## src/glob_wildcard_matcher_macros.svh

```systemverilog
// assertion macros for the glob matcher
`ifndef GLOB_WILDCARD_MATCHER_MACROS_SVH
`define GLOB_WILDCARD_MATCHER_MACROS_SVH

// property checked on every rising clock edge outside reset
`define GWM_ASSERT(lbl, prop, msg) \
  lbl: assert property (@(posedge clk_i) disable iff (!rst_ni) (prop)) else $error(msg);

// property checked on every rising clock edge, reset included
`define GWM_ASSERT_ALWAYS(lbl, prop, msg) \
  lbl: assert property (@(posedge clk_i) (prop)) else $error(msg);

`endif

```

## src/gwm_pkg.sv

```systemverilog
package gwm_pkg;

  localparam int unsigned MaxPattern = 64;
  localparam int unsigned PtrW       = $clog2(MaxPattern);
  localparam int unsigned LenW       = $clog2(MaxPattern + 1);

  localparam logic [7:0] CharQuest  = 8'h3F;
  localparam logic [7:0] CharStar   = 8'h2A;
  localparam logic [7:0] CharLbrack = 8'h5B;
  localparam logic [7:0] CharRbrack = 8'h5D;
  localparam logic [7:0] CharBslash = 8'h5C;
  localparam logic [7:0] CharBang   = 8'h21;
  localparam logic [7:0] CharCaret  = 8'h5E;
  localparam logic [7:0] CharDash   = 8'h2D;
  localparam logic [7:0] CharDot    = 8'h2E;

  localparam logic CfgCaseExact  = 1'b0;
  localparam logic CfgLeadingDot = 1'b1;

  typedef enum logic [1:0] {
    ModeClear  = 2'd0,
    ModeAppend = 2'd1,
    ModeText   = 2'd2,
    ModeEnd    = 2'd3
  } mode_e;

  typedef enum logic [4:0] {
    StIdle   = 5'b00001,
    StSweep  = 5'b00010,
    StEsc    = 5'b00100,
    StSet    = 5'b01000,
    StResult = 5'b10000
  } state_e;

  typedef enum logic [5:0] {
    SsOpen  = 6'b000001,
    SsItem  = 6'b000010,
    SsEsc   = 6'b000100,
    SsAfter = 6'b001000,
    SsDash  = 6'b010000,
    SsHiEsc = 6'b100000
  } set_state_e;

  typedef struct packed {
    logic accept;
    logic sweep;
    logic esc;
    logic set_step;
  } cmd_t;

  typedef struct packed {
    logic at_end;
    logic end_text;
    logic go_esc;
    logic go_set;
    logic set_done;
  } status_t;

  function automatic logic [7:0] fold(input logic [7:0] v);
    logic [7:0] r;
    r = v;
    if (v >= 8'h41 && v <= 8'h5A) r = v + 8'd32;
    return r;
  endfunction

  function automatic logic in_range(input logic [7:0] b, input logic [7:0] lo,
                                    input logic [7:0] hi);
    return ($signed(b) >= $signed(lo)) && ($signed(b) <= $signed(hi));
  endfunction

endpackage

```

## src/glob_wildcard_matcher.sv

```systemverilog
// channel   dir  handshake                    payload
// s_axis    in   s_axis_tvalid/s_axis_tready  tdata: mode, byte_value
// m_axis    out  m_axis_tvalid/m_axis_tready  tdata: matched, pattern_overflow
// cfg       in   cfg_we_i                     cfg_idx_i, cfg_wdata_i
//
// clear and pattern bytes are taken in the idle state; a nonzero text byte sweeps
// every pattern position, with an extra escape step per active escape and set
// steps through each active bracket set, all set by the single read port of the store.
// end of text sweeps every position, then holds the result until it is taken.
// reset is asynchronous; the store needs no clearing pass.
// one transaction is in work at a time; input waits while a result stalls.
module glob_wildcard_matcher (
  input  logic        clk_i,
  input  logic        rst_ni,
  input  logic        s_axis_tvalid,
  output logic        s_axis_tready,
  input  logic [15:0] s_axis_tdata,   // mode[1:0], byte_value[9:2]
  output logic        m_axis_tvalid,
  input  logic        m_axis_tready,
  output logic [7:0]  m_axis_tdata,   // matched[0], pattern_overflow[1]
  input  logic        cfg_we_i,
  input  logic        cfg_idx_i,
  input  logic        cfg_wdata_i
);
  import gwm_pkg::*;
  `include "glob_wildcard_matcher_macros.svh"

  cmd_t       cmd;
  status_t    status;
  mode_e      mode;
  logic [7:0] byte_value;
  logic       matched, povf;

  assign mode       = mode_e'(s_axis_tdata[1:0]);
  assign byte_value = s_axis_tdata[9:2];

  gwm_ctrl u_ctrl (
    .clk_i      (clk_i),
    .rst_ni     (rst_ni),
    .in_valid_i (s_axis_tvalid),
    .mode_i     (mode),
    .byte_nz_i  (byte_value != 8'd0),
    .out_ready_i(m_axis_tready),
    .status_i   (status),
    .in_ready_o (s_axis_tready),
    .out_valid_o(m_axis_tvalid),
    .cmd_o      (cmd)
  );

  gwm_datapath u_dp (
    .clk_i      (clk_i),
    .rst_ni     (rst_ni),
    .cmd_i      (cmd),
    .mode_i     (mode),
    .byte_i     (byte_value),
    .cfg_we_i   (cfg_we_i),
    .cfg_idx_i  (cfg_idx_i),
    .cfg_wdata_i(cfg_wdata_i),
    .status_o   (status),
    .matched_o  (matched),
    .povf_o     (povf)
  );

  assign m_axis_tdata = {6'd0, povf, matched};

  `GWM_ASSERT_ALWAYS(a_no_overlap, !(s_axis_tready && m_axis_tvalid), "input taken while result pending")
  `GWM_ASSERT(a_ovf_no_match, m_axis_tvalid && m_axis_tdata[1] |-> !m_axis_tdata[0], "match despite overflow")
  `GWM_ASSERT(a_zero_text, s_axis_tvalid && s_axis_tready && mode == ModeText && byte_value == 8'd0 |=> s_axis_tready, "zero text byte not ignored")

endmodule

```

## src/gwm_ram.sv

```systemverilog
module gwm_ram #(
  parameter int unsigned Width = 8,
  parameter int unsigned Depth = 64
) (
  input  logic                     clk_i,
  input  logic                     we_i,
  input  logic [$clog2(Depth)-1:0] waddr_i,
  input  logic [Width-1:0]         wdata_i,
  input  logic [$clog2(Depth)-1:0] raddr_i,
  output logic [Width-1:0]         rdata_o
);

  logic [Width-1:0] mem_q [Depth];
  logic [Width-1:0] rdata_q;

  always_ff @(posedge clk_i) begin
    if (we_i) mem_q[waddr_i] <= wdata_i;
    rdata_q <= mem_q[raddr_i];
  end

  assign rdata_o = rdata_q;

endmodule

```

## src/gwm_ctrl.sv

```systemverilog
module gwm_ctrl (
  input  logic            clk_i,
  input  logic            rst_ni,
  input  logic            in_valid_i,
  input  gwm_pkg::mode_e  mode_i,
  input  logic            byte_nz_i,
  input  logic            out_ready_i,
  input  gwm_pkg::status_t status_i,
  output logic            in_ready_o,
  output logic            out_valid_o,
  output gwm_pkg::cmd_t   cmd_o
);
  import gwm_pkg::*;

  state_e state_q, state_d;

  always_comb begin
    state_d = state_q;
    cmd_o = '0;
    in_ready_o = 1'b0;
    out_valid_o = 1'b0;
    unique case (state_q)
      StIdle: begin
        in_ready_o = 1'b1;
        if (in_valid_i) begin
          cmd_o.accept = 1'b1;
          if ((mode_i == ModeText && byte_nz_i) || mode_i == ModeEnd) state_d = StSweep;
        end
      end
      StSweep: begin
        cmd_o.sweep = 1'b1;
        priority if (status_i.at_end) begin
          state_d = status_i.end_text ? StResult : StIdle;
        end else if (status_i.go_esc) begin
          state_d = StEsc;
        end else if (status_i.go_set) begin
          state_d = StSet;
        end
      end
      StEsc: begin
        cmd_o.esc = 1'b1;
        state_d = StSweep;
      end
      StSet: begin
        cmd_o.set_step = 1'b1;
        if (status_i.set_done) state_d = StSweep;
      end
      StResult: begin
        out_valid_o = 1'b1;
        if (out_ready_i) state_d = StIdle;
      end
      default: state_d = StIdle;
    endcase
  end

  always_ff @(posedge clk_i or negedge rst_ni) begin
    if (!rst_ni) begin
      state_q <= StIdle;
    end else begin
      state_q <= state_d;
    end
  end

endmodule

```

## src/gwm_datapath.sv

```systemverilog
module gwm_datapath (
  input  logic             clk_i,
  input  logic             rst_ni,
  input  gwm_pkg::cmd_t    cmd_i,
  input  gwm_pkg::mode_e   mode_i,
  input  logic [7:0]       byte_i,
  input  logic             cfg_we_i,
  input  logic             cfg_idx_i,
  input  logic             cfg_wdata_i,
  output gwm_pkg::status_t status_o,
  output logic             matched_o,
  output logic             povf_o
);
  import gwm_pkg::*;

  logic [LenW-1:0] len_q, len_d, i_q, i_d, rp_q, rp_d;
  logic            ovf_q, ovf_d, at_start_q, at_start_d;
  logic            carry_q, carry_d, block_q, block_d, end_q, end_d;
  logic [MaxPattern:0] active_q, active_d, nxt_q, nxt_d;
  logic [7:0]      byte_q, byte_d, lo_q, lo_d;
  set_state_e      sst_q, sst_d;
  logic            inv_q, inv_d, hit_q, hit_d, first_q, first_d;
  logic            ce_q, lds_q;
  logic            matched_q, matched_d, povf_q, povf_d;

  logic            we;
  logic [7:0]      p;
  logic            cur, inr, at_end;
  logic            do_item, hit_eff, set_done;
  logic [MaxPattern:0] restart_vec;

  gwm_ram #(.Width(8), .Depth(MaxPattern)) u_store (
    .clk_i  (clk_i),
    .we_i   (we),
    .waddr_i(len_q[PtrW-1:0]),
    .wdata_i(byte_i),
    .raddr_i(rp_d[PtrW-1:0]),
    .rdata_o(p)
  );

  assign restart_vec = (MaxPattern + 1)'(1);
  assign cur    = active_q[i_q] | carry_q;
  assign inr    = rp_q < len_q;
  assign at_end = i_q >= len_q;

  always_comb begin
    len_d = len_q; ovf_d = ovf_q; at_start_d = at_start_q;
    i_d = i_q; rp_d = rp_q; carry_d = carry_q; block_d = block_q; end_d = end_q;
    active_d = active_q; nxt_d = nxt_q; byte_d = byte_q; lo_d = lo_q;
    sst_d = sst_q; inv_d = inv_q; hit_d = hit_q; first_d = first_q;
    matched_d = matched_q; povf_d = povf_q;
    we = 1'b0; do_item = 1'b0; hit_eff = hit_q; set_done = 1'b0;

    if (cmd_i.accept) begin
      unique case (mode_i)
        ModeClear: begin
          len_d = '0; ovf_d = 1'b0;
          active_d = restart_vec; at_start_d = 1'b1;
        end
        ModeAppend: begin
          if (byte_i != 8'd0) begin
            if (len_q < LenW'(MaxPattern)) begin
              we = 1'b1;
              len_d = len_q + LenW'(1);
            end else begin
              ovf_d = 1'b1;
            end
          end
          active_d = restart_vec; at_start_d = 1'b1;
        end
        ModeText: begin
          if (byte_i != 8'd0) begin
            byte_d = byte_i;
            block_d = lds_q & at_start_q & (byte_i == CharDot);
            end_d = 1'b0; i_d = '0; rp_d = '0; carry_d = 1'b0; nxt_d = '0;
          end
        end
        ModeEnd: begin
          block_d = 1'b0; end_d = 1'b1; i_d = '0; rp_d = '0; carry_d = 1'b0;
        end
        default: ;
      endcase
    end

    if (cmd_i.sweep) begin
      if (at_end) begin
        if (end_q) begin
          matched_d = ~ovf_q & cur;
          povf_d = ovf_q;
          active_d = restart_vec; at_start_d = 1'b1;
        end else begin
          active_d = nxt_q; at_start_d = 1'b0;
        end
      end else begin
        i_d = i_q + LenW'(1); rp_d = i_q + LenW'(1); carry_d = 1'b0;
        if (cur) begin
          if (end_q) begin
            carry_d = (p == CharStar);
          end else begin
            priority case (p)
              CharStar: begin
                if (!block_q) begin
                  nxt_d[i_q] = 1'b1;
                  carry_d = 1'b1;
                end
              end
              CharQuest: if (!block_q) nxt_d[i_q + LenW'(1)] = 1'b1;
              CharBslash: i_d = i_q;
              CharLbrack: begin
                i_d = i_q; sst_d = SsOpen;
                hit_d = 1'b0; inv_d = 1'b0; first_d = 1'b1;
              end
              default: begin
                if (ce_q ? (p == byte_q) : (fold(p) == fold(byte_q)))
                  nxt_d[i_q + LenW'(1)] = 1'b1;
              end
            endcase
          end
        end
      end
    end

    if (cmd_i.esc) begin
      if (inr && p == byte_q) nxt_d[i_q + LenW'(2)] = 1'b1;
      i_d = i_q + LenW'(1);
    end

    if (cmd_i.set_step) begin
      if (!inr) begin
        set_done = 1'b1;
      end else begin
        unique case (sst_q)
          SsOpen: begin
            if (p == CharBang || p == CharCaret) begin
              inv_d = 1'b1; sst_d = SsItem; rp_d = rp_q + LenW'(1);
            end else begin
              do_item = 1'b1;
            end
          end
          SsItem: do_item = 1'b1;
          SsEsc: begin
            lo_d = p; sst_d = SsAfter; rp_d = rp_q + LenW'(1);
          end
          SsAfter: begin
            if (p == CharDash) begin
              sst_d = SsDash; rp_d = rp_q + LenW'(1);
            end else begin
              hit_eff = hit_q | in_range(byte_q, lo_q, lo_q);
              do_item = 1'b1;
            end
          end
          SsDash: begin
            if (p == CharRbrack) begin
              hit_eff = hit_q | in_range(byte_q, lo_q, lo_q) | (byte_q == CharDash);
              do_item = 1'b1;
            end else if (p == CharBslash) begin
              sst_d = SsHiEsc; rp_d = rp_q + LenW'(1);
            end else begin
              hit_d = hit_q | in_range(byte_q, lo_q, p);
              sst_d = SsItem; rp_d = rp_q + LenW'(1);
            end
          end
          SsHiEsc: begin
            hit_d = hit_q | in_range(byte_q, lo_q, p);
            sst_d = SsItem; rp_d = rp_q + LenW'(1);
          end
          default: set_done = 1'b1;
        endcase
        if (do_item) begin
          hit_d = hit_eff;
          first_d = 1'b0;
          rp_d = rp_q + LenW'(1);
          if (!first_q && p == CharRbrack) begin
            set_done = 1'b1;
            if (hit_eff != inv_q) nxt_d[rp_q + LenW'(1)] = 1'b1;
          end else if (p == CharBslash) begin
            sst_d = SsEsc;
          end else begin
            lo_d = p; sst_d = SsAfter;
          end
        end
      end
      if (set_done) begin
        i_d = i_q + LenW'(1); rp_d = i_q + LenW'(1);
      end
    end
  end

  assign status_o.at_end   = at_end;
  assign status_o.end_text = end_q;
  assign status_o.go_esc   = ~at_end & cur & ~end_q & (p == CharBslash);
  assign status_o.go_set   = ~at_end & cur & ~end_q & (p == CharLbrack);
  assign status_o.set_done = set_done;
  assign matched_o = matched_q;
  assign povf_o    = povf_q;

  always_ff @(posedge clk_i or negedge rst_ni) begin
    if (!rst_ni) begin
      len_q <= '0; ovf_q <= 1'b0; at_start_q <= 1'b1;
      active_q <= (MaxPattern + 1)'(1);
      i_q <= '0; rp_q <= '0; carry_q <= 1'b0; end_q <= 1'b0;
      sst_q <= SsOpen;
      ce_q <= 1'b1; lds_q <= 1'b0;
    end else begin
      len_q <= len_d; ovf_q <= ovf_d; at_start_q <= at_start_d;
      active_q <= active_d;
      i_q <= i_d; rp_q <= rp_d; carry_q <= carry_d; end_q <= end_d;
      sst_q <= sst_d;
      if (cfg_we_i && cfg_idx_i == CfgCaseExact) ce_q <= cfg_wdata_i;
      if (cfg_we_i && cfg_idx_i == CfgLeadingDot) lds_q <= cfg_wdata_i;
    end
  end

  always_ff @(posedge clk_i) begin
    nxt_q <= nxt_d; byte_q <= byte_d; lo_q <= lo_d; block_q <= block_d;
    inv_q <= inv_d; hit_q <= hit_d; first_q <= first_d;
    matched_q <= matched_d; povf_q <= povf_d;
  end

endmodule
```

## config.mk

```make
export PLATFORM = sky130hd
export DESIGN_NAME = glob_wildcard_matcher
export DESIGN_NICKNAME = d
export VERILOG_FILES = /design/src/gwm_pkg.sv /design/src/glob_wildcard_matcher.sv /design/src/gwm_ram.sv /design/src/gwm_ctrl.sv /design/src/gwm_datapath.sv
export VERILOG_INCLUDE_DIRS = /design/src /design/src/src
export SDC_FILE = /design/constraint.sdc
export NUM_CORES = 1
export LEC_CHECK = 0
export ABC_AREA = 0
export BUFFER_PORTS_ARGS = -buffer_cell sky130_fd_sc_hd__buf_2
export CORE_MARGIN = 4
export CORE_UTILIZATION = 57
export DETAILED_ROUTE_END_ITERATION = 10
export HOLD_SLACK_MARGIN = 0.03
export PLACE_DENSITY_LB_ADDON = 0.1
export REMOVE_ABC_BUFFERS = 1
export SYNTH_ARGS = -nofsm -noshare
export SYNTH_HDL_FRONTEND = slang
export SYNTH_HIERARCHICAL = 1
export SYNTH_SLANG_ARGS = --single-unit
```

## constraint.sdc

```tcl
create_clock -name clk_i -period 4.4 [get_ports clk_i]
set_clock_uncertainty 0.1 [all_clocks]
set_input_delay 0.22 -clock clk_i [delete_from_list [all_inputs] [get_ports clk_i]]
set_output_delay 0.22 -clock clk_i [all_outputs]
set_load 0.05 [all_outputs]
```

======== Word level (Yosys, flattened, before mapping) ========
Memories as Yosys holds them, arrays and structs flattened. A register that Yosys moved wholly into a read port is not among the register bits.
Index checks and enable logic that the tools add are counted.
word-level totals
  register bits ........................... 190
  bits in latches ......................... 0
  bits in writable memories ............... 512
  memory bits (read-only) ................. 0
  input port bits ......................... 23
  output and inout port bits .............. 10
  logic and storage cells ................. 313
  memories ................................ 1
operators by class
  add/sub/neg operators ................... 6
  multipliers ............................. 0
  div/mod/pow operators ................... 0
  magnitude comparators ................... 18
  eq/ne operators ......................... 36
  shift operators ......................... 0
  mux-type cells .......................... 180
  bitwise gates (word level) .............. 19
  reduce and logical (&&, ||, !) cells .... 32
memories
  name                words  width  rd ports  clocked after Yosys merged registers in  write ports  RTL line       source
  u_dp.u_store.mem_q  64     8      1         1                                        1            gwm_ram.sv:13  logic [Width-1:0] mem_q [Depth];
operators by type and width
  cell                   count
  $mux W65               22
  $or A65 B65 Y65        4
  $pmux W65 S3           1
  $mux W7                23
  $mux W8                16
  $mux W1                78
  $mux W6                13
  $eq A8 B6 Y1 const B   6
  $pmux W7 S2            3
  $mux W5                8
  $eq A8 B7 Y1 const B   4
  $lt A7 B8 Y1 const B   4
  $pmux W6 S5            1
  $demux W1 S7           4
  $ge A7 B1 Y1 const B   4
  $pmux W7 S4            1
  $pmux W5 S5            1
  $add A7 B1 Y7 const B  3
  $add A8 B6 Y8 const B  2
  $eq A8 B8 Y1           2
  $ge A8 B7 Y1 const B   2
  $le A8 B7 Y1 const B   2
  $le A8 B8 Y1           2
  $logic_and A1 B1 Y1    13
  other kinds (41)       72

======== Logic depth before layout (Yosys ltp) ========
  depth in word-level cells ............... 25
  gate-level depth with buffers ........... 21
  mapped depth without buffers ............ 14

======== By module ========
The synthesis kept the hierarchy.
modules (own cells, without submodules)
  module                 times used  cells each  area each (um^2)  sequential area each (um^2)
  gwm_ram                1           972         20190.6           15534.9
  gwm_datapath           1           1352        11631.2           4389.2
  gwm_ctrl               1           39          324.1             126.4
  glob_wildcard_matcher  1           12          80.1              0.0

======== Worst setup path after synthesis ========
Ideal clock, no wire load.
  path kind ............................... register to register
  start ................................... register u_dp.i_q[0]
  end ..................................... register u_dp.u_store.rdata_q[7], in the netlist u_dp/u_store/rdata_o[7] (read register of u_dp.u_store.mem_q)
  library setup time ...................... 0.131 ns
  arrival time ............................ 4.203 ns
  required time ........................... 4.169 ns
  path slack .............................. -0.035 ns
  cell stages (with the launch flop) ...... 19
  path buffers ............................ 6
  clock period less this slack ............ 4.435 ns
  cell sequence ........................... dfrtp_1 -> buf_2 -> buf_2 -> clkbuf_1 -> inv_1 -> ha_1 -> nand2b_1 -> a21o_1 -> a211oi_1 -> o21ai_1 -> clkbuf_1 -> a311oi_1 -> a21oi_1 -> buf_6 -> buf_6 -> mux4_2 -> mux4_2 -> o2111ai_1 -> o41ai_1
between the ends
  word-level cells in the longest chain between the ends .. 9
  elaborated cells between the ends (all ways) .. 12
  classes of those cells .................. 1 x add/sub; 1 x order compare; 10 x mux
RTL lines
  what                                                  RTL line                                                       source
  from (decl)                                           gwm_datapath.sv:16                                             logic [LenW-1:0] len_q, len_d, i_q, i_d, rp_q, rp_d;
  from (signal assigned)                                gwm_datapath.sv:207                                            i_q <= i_d; rp_q <= rp_d; carry_q <= carry_d; end_q <= end_d;
  $add A7 B1 Y7 / $ge A7 B7 Y1 (equally long branches)  gwm_datapath.sv:95, gwm_datapath.sv:184, gwm_datapath.sv:44
  $mux W7                                               gwm_datapath.sv:86                                             if (at_end) begin
  $mux W7                                               gwm_datapath.sv:85                                             if (cmd_i.sweep) begin
  $mux W7, on equally long branches                     gwm_datapath.sv:153, gwm_datapath.sv:134, gwm_datapath.sv:145
  $pmux W7 S4                                           gwm_datapath.sv:132                                            unique case (sst_q)
  $mux W7                                               gwm_datapath.sv:169                                            if (do_item) begin
  $mux W7                                               gwm_datapath.sv:129                                            if (!inr) begin
  $mux W7                                               gwm_datapath.sv:183                                            if (set_done) begin
  $mux W7 *                                             gwm_datapath.sv:128                                            if (cmd_i.set_step) begin
  named net u_dp.rp_d[0]                                gwm_datapath.sv:16
  to (decl)                                             gwm_ram.sv:14                                                  logic [Width-1:0] rdata_q;
Mark *: on every way through the listed nets, which the timed path passes. The rest lies on a longest branch.
A chain may end at the register's enable or synchronous reset.

======== Worst setup path after layout ========
  start ................................... register u_dp.u_store.rdata_q[7], in the netlist u_dp/u_store/rdata_o[7] (read register of u_dp.u_store.mem_q)
  end ..................................... register u_dp.u_store.rdata_q[6], in the netlist u_dp/u_store/rdata_o[6] (read register of u_dp.u_store.mem_q)
between the ends
  word-level cells in the longest chain between the ends .. 11
  elaborated cells between the ends (all ways) .. 24
  classes of those cells .................. 4 x eq/ne; 18 x mux; 2 x reduce/logical
RTL lines
  what                                                 RTL line             source
  $eq A8 B6 Y1 / $eq A8 B7 Y1 (equally long branches)  gwm_datapath.sv:134  if (p == CharBang || p == CharCaret) begin
  $logic_or A1 B1 Y1                                   gwm_datapath.sv:134
  $mux W1                                              gwm_datapath.sv:134
  $pmux W1 S4                                          gwm_datapath.sv:132
  $mux W1                                              gwm_datapath.sv:129
  $mux W1                                              gwm_datapath.sv:128
  $mux W1                                              gwm_datapath.sv:169
  $mux W1                                              gwm_datapath.sv:129
  $mux W1                                              gwm_datapath.sv:128
  $mux W7 *                                            gwm_datapath.sv:183
  $mux W7 *                                            gwm_datapath.sv:128
  named net u_dp.rp_d[0]                               gwm_datapath.sv:16
Mark *: on every way through the listed nets, which the timed path passes. The rest lies on a longest branch. The select of a mux whose other input is x is not followed.

==> out/results.ini <==
[synthesis]
synth_edf_count=531
synthFlopType=sky130_fd_sc_hd__edfxtp_1
yosys_register_bits=710
synth_cells=2375
syn_avg_cell_area_sq_um=13.6
synth_top_area_share_pct=49.5
yosys.area.top_type=sky130_fd_sc_hd__edfxtp_1
yosys_warnings=6
ys_async_sr_fraction_pct=14.5
netlist_top_cells_count=531 x sky130_fd_sc_hd__edfxtp_1, 174 x sky130_fd_sc_hd__nand2_1, 167 x sky130_fd_sc_hd__nor2_1, 128 x sky130_fd_sc_hd__mux4_2, 111 x sky130_fd_sc_hd__o21ai_0
yosysMostFrequentCell=sky130_fd_sc_hd__edfxtp_1
yosysUniqueCellTypes=97
ys_seq_area_share_pct=62.2
synth_top_cells_by_area=sky130_fd_sc_hd__edfxtp_1 49%, sky130_fd_sc_hd__mux4_2 8.9%, sky130_fd_sc_hd__dfrtp_1 7.6%
netlist_area_sq_um=32200

[hold_path]
timing.hold.worst_path_depth=4
worstHoldStart=s_axis_tdata[1]
worst_hold_check_path_type=input port to flip-flop
holdPathEnd=u_dp/active_q[0]$_DFF_PN1_

[sta]
hold_viol_final=0
slew_headroom_pct=33.0
final-setup-viol-count=0
final_hold_slack_ns=0.0742
min_period_ns=4.35
fin_crit_sh_pct=98.9
max_freq_mhz=230
max_slew.worst_pin.slew_ns=1.00
worst_case_setup_margin_in_the_final_layout_ns=0.0503
final_max_tran_viols=0

[floorplanning]
initial_cell_density_of_the_core_pct=58.0
fp.dieArea_sq_um=60400
top_level_ports=33
fp.dieW_um=246
num_rows=86
core_area_sq_um=55500
fp.dieH_um=246

[cells_and_area]
final_cell_area_sq_um=37400
filler_cell_count=3965
num-nets-final=2648
layout.core_utilization_pct=67.3
final_layout_size_suffix_gt1_share_pct=21.9
n_antenna_cell=0
area_growth_pct=15.9

[setup_path]
crit_path_max_fanout=10
ff2ff_path_depth=17
worst_r2r_endpoint=u_dp/u_store/rdata_o[6]$_DFF_P_
startpoint_to_endpoint_class_of_the_critical_path=flip-flop to flip-flop
crit_path_dat_ns=4.74
reg2reg_setup_slack_ns=0.05
worstSetupEndpointType=flip-flop
timing.rr.start=u_dp/u_store/rdata_o[7]$_DFF_P_
startpoint_type=flip-flop
worst-endpoint-required_ns=4.79

[placement]
place_ws_ns=-0.0905
dpl-instance-area_sq_um=34600
placement.io_buffers=20
place_hpwl_mm=64.9
place_congestion=1.01

[global_route]
grtUsageTotal_pct=32.5
grt_pass1_vias=22600
overflow=0
grt_max_degree=68
global_route_wire_length_before_repair_mm=145
antenna_found_initial=2

[detailed_routing]
violation_count_after_the_first_detailed_routing_iteration=2748
detail_route.drc_violations=0
vias_per_cell=6.71
drt_antenna_net_count=0
drt-wirelength-per-cell_um=28.8
firstDrtPassIters=8
detailroute.via_count=22800
routed_wirelength_mm=98.0

[clock_network]
clk-insertion-delay-late_ns=0.63
cts_max_level=3
clockBufferDepth=3
cts.sink_count=710
tritoncts=built
cts-root-buf=sky130_fd_sc_hd__clkbuf_16
clk_pin_slew_ns=0.06
tritoncts.num_buffers=73

[power]
cellPowerDensity_nw_per_um2=551
power.total_uw=20600
power.ir.vdd_worst_mv=0.438
p_leak_uw=0.0131

[flow_run]
max_cap_viols=0

[outcome]
outcome=complete, no violations

==> metrics by stage <==
| step | TNS (ns) | instances |
|---|---|---|
| 2_1_floorplan | -178.22 | 2242 |
| 3_3_place_gp | -0.214 | 3239 |
| 3_5_place_dp | -0.169 | 3239 |
| 4_1_cts | 0 | 3390 |
| 5_1_grt | -0.154 | 3399 |
| 6_report | 0 | 3399 |
==> critical path, cell delays in order, from the launching register on <==
cell	delay (ns)
sky130_fd_sc_hd__dfxtp_1	0.34
sky130_fd_sc_hd__or3b_4	0.41
sky130_fd_sc_hd__or4_4	0.45
sky130_fd_sc_hd__a22oi_2	0.18
sky130_fd_sc_hd__nand3_2	0.11
sky130_fd_sc_hd__a211oi_2	0.24
sky130_fd_sc_hd__buf_4	0.18
sky130_fd_sc_hd__buf_12	0.12
sky130_fd_sc_hd__a21oi_1	0.09
sky130_fd_sc_hd__a21oi_4	0.21
sky130_fd_sc_hd__buf_12	0.17
sky130_fd_sc_hd__buf_12	0.15
sky130_fd_sc_hd__buf_4	0.11
sky130_fd_sc_hd__buf_4	0.13
sky130_fd_sc_hd__mux4_2	0.50
sky130_fd_sc_hd__a31oi_1	0.21
sky130_fd_sc_hd__nand3_2	0.20
sky130_fd_sc_hd__a22o_1	0.30
==> cell families (layout without fill, tap and decap cells) <==
kind of cell,Yosys count,after routing,synth area share (%)
flip-flops,710,710,62.2
buffers and inverters,191,461,2.73
XOR/XNOR,24,24,0.652
adder cells (fa/ha/maj),34,34,1.32
AND/OR/NAND/NOR,624,624,9.50
multiplexers,181,181,10.6
AO/OA/AOI/OAI,610,611,12.9
other,1,6,0.0116
==> where the power goes <==
part	leakage, uW	total, uW	internal, uW	switching, uW
Sequential	0.00679	8040	7690	355
Combinational	0.00522	6630	3040	3580
Clock	0.00111	5930	3320	2610
Total	0.0131	20600	14000	6550
==> cells in the final DEF (no fill, tap or decap), types with 29 or more instances in the layout <==
cell                          n
sky130_fd_sc_hd__o31ai_1     38
sky130_fd_sc_hd__clkbuf_16   74
sky130_fd_sc_hd__mux4_2     128
sky130_fd_sc_hd__edfxtp_1   531
sky130_fd_sc_hd__buf_4      217
sky130_fd_sc_hd__nand2_1    174
sky130_fd_sc_hd__o21ai_0    107
sky130_fd_sc_hd__inv_1       50
sky130_fd_sc_hd__mux2i_1     49
sky130_fd_sc_hd__a22o_1      71
sky130_fd_sc_hd__dfxtp_1     76
sky130_fd_sc_hd__ha_1        34
sky130_fd_sc_hd__a21o_1      38
sky130_fd_sc_hd__dfrtp_1     97
sky130_fd_sc_hd__a21oi_1     80
sky130_fd_sc_hd__nor2b_1     29
sky130_fd_sc_hd__nand3_1     63
sky130_fd_sc_hd__nor2_1     166
sky130_fd_sc_hd__o22ai_1     85
==> flip-flops by register name (all words and copies together), names as in the netlist, 5 cells and up <==
name,count
u_dp/u_store/mem_q,512
u_dp/rp_q,7
u_dp/active_q,65
u_dp/nxt_q,65
u_dp/len_q,7
u_dp/byte_q,8
u_dp/i_q,7
u_dp/u_store/rdata_o,8
u_dp/sst_q,6
u_dp/lo_q,8
u_ctrl/state_q,5
==> routing by layer <==
layer,track usage [%],up-vias,wire (um)
met5,0,-,15
met1,44.2,11400,37900
li1,-,9794,-
met3,6.39,317,8790
met2,51.5,1269,46100
met4,14.7,2,5210
==> how the worst max path moves through the flow <==
stage | end | startpoint | depth (start not counted)
floorplan | u_dp/u_store/rdata_o[2]$_DFF_P_ | u_dp/i_q[0]$_DFF_PN0_ | 12
global placement | u_dp/u_store/rdata_o[5]$_DFF_P_ | u_dp/u_store/rdata_o[7]$_DFF_P_ | 17
detailed placement | u_dp/u_store/rdata_o[3]$_DFF_P_ | u_dp/u_store/rdata_o[7]$_DFF_P_ | 17
CTS | u_dp/u_store/rdata_o[3]$_DFF_P_ | u_dp/u_store/rdata_o[7]$_DFF_P_ | 16
global route | u_dp/u_store/rdata_o[6]$_DFF_P_ | u_dp/u_store/rdata_o[7]$_DFF_P_ | 17
finish | u_dp/u_store/rdata_o[6]$_DFF_P_ | u_dp/u_store/rdata_o[7]$_DFF_P_ | 17
==> what timing repair did <==
item | CTS | global route
hold buffers | 11 | 0
endpoints found under the hold margin | 72 | 0
gates resized for setup | 4 | 45
cloned | 0 | 1
setup buffers | 5 | 9
setup endpoints to repair | 2 | 8
pin swaps | 4 | 11
==> cell type report <==
cell class / count / area (sq um) / area share [%]
repair buffers: 273 / 2320 / 6.21
flip-flops and latches: 710 / 20100 / 53.7
inverters: 53 / 199 / 0.532
multi-input cells: 1480 / 11600 / 30.9
well taps: 748 / 936 / 2.50
clock inverters: 34 / 318 / 0.851
clock buffers: 101 / 1980 / 5.31
(Power assumes the default switching activity.)
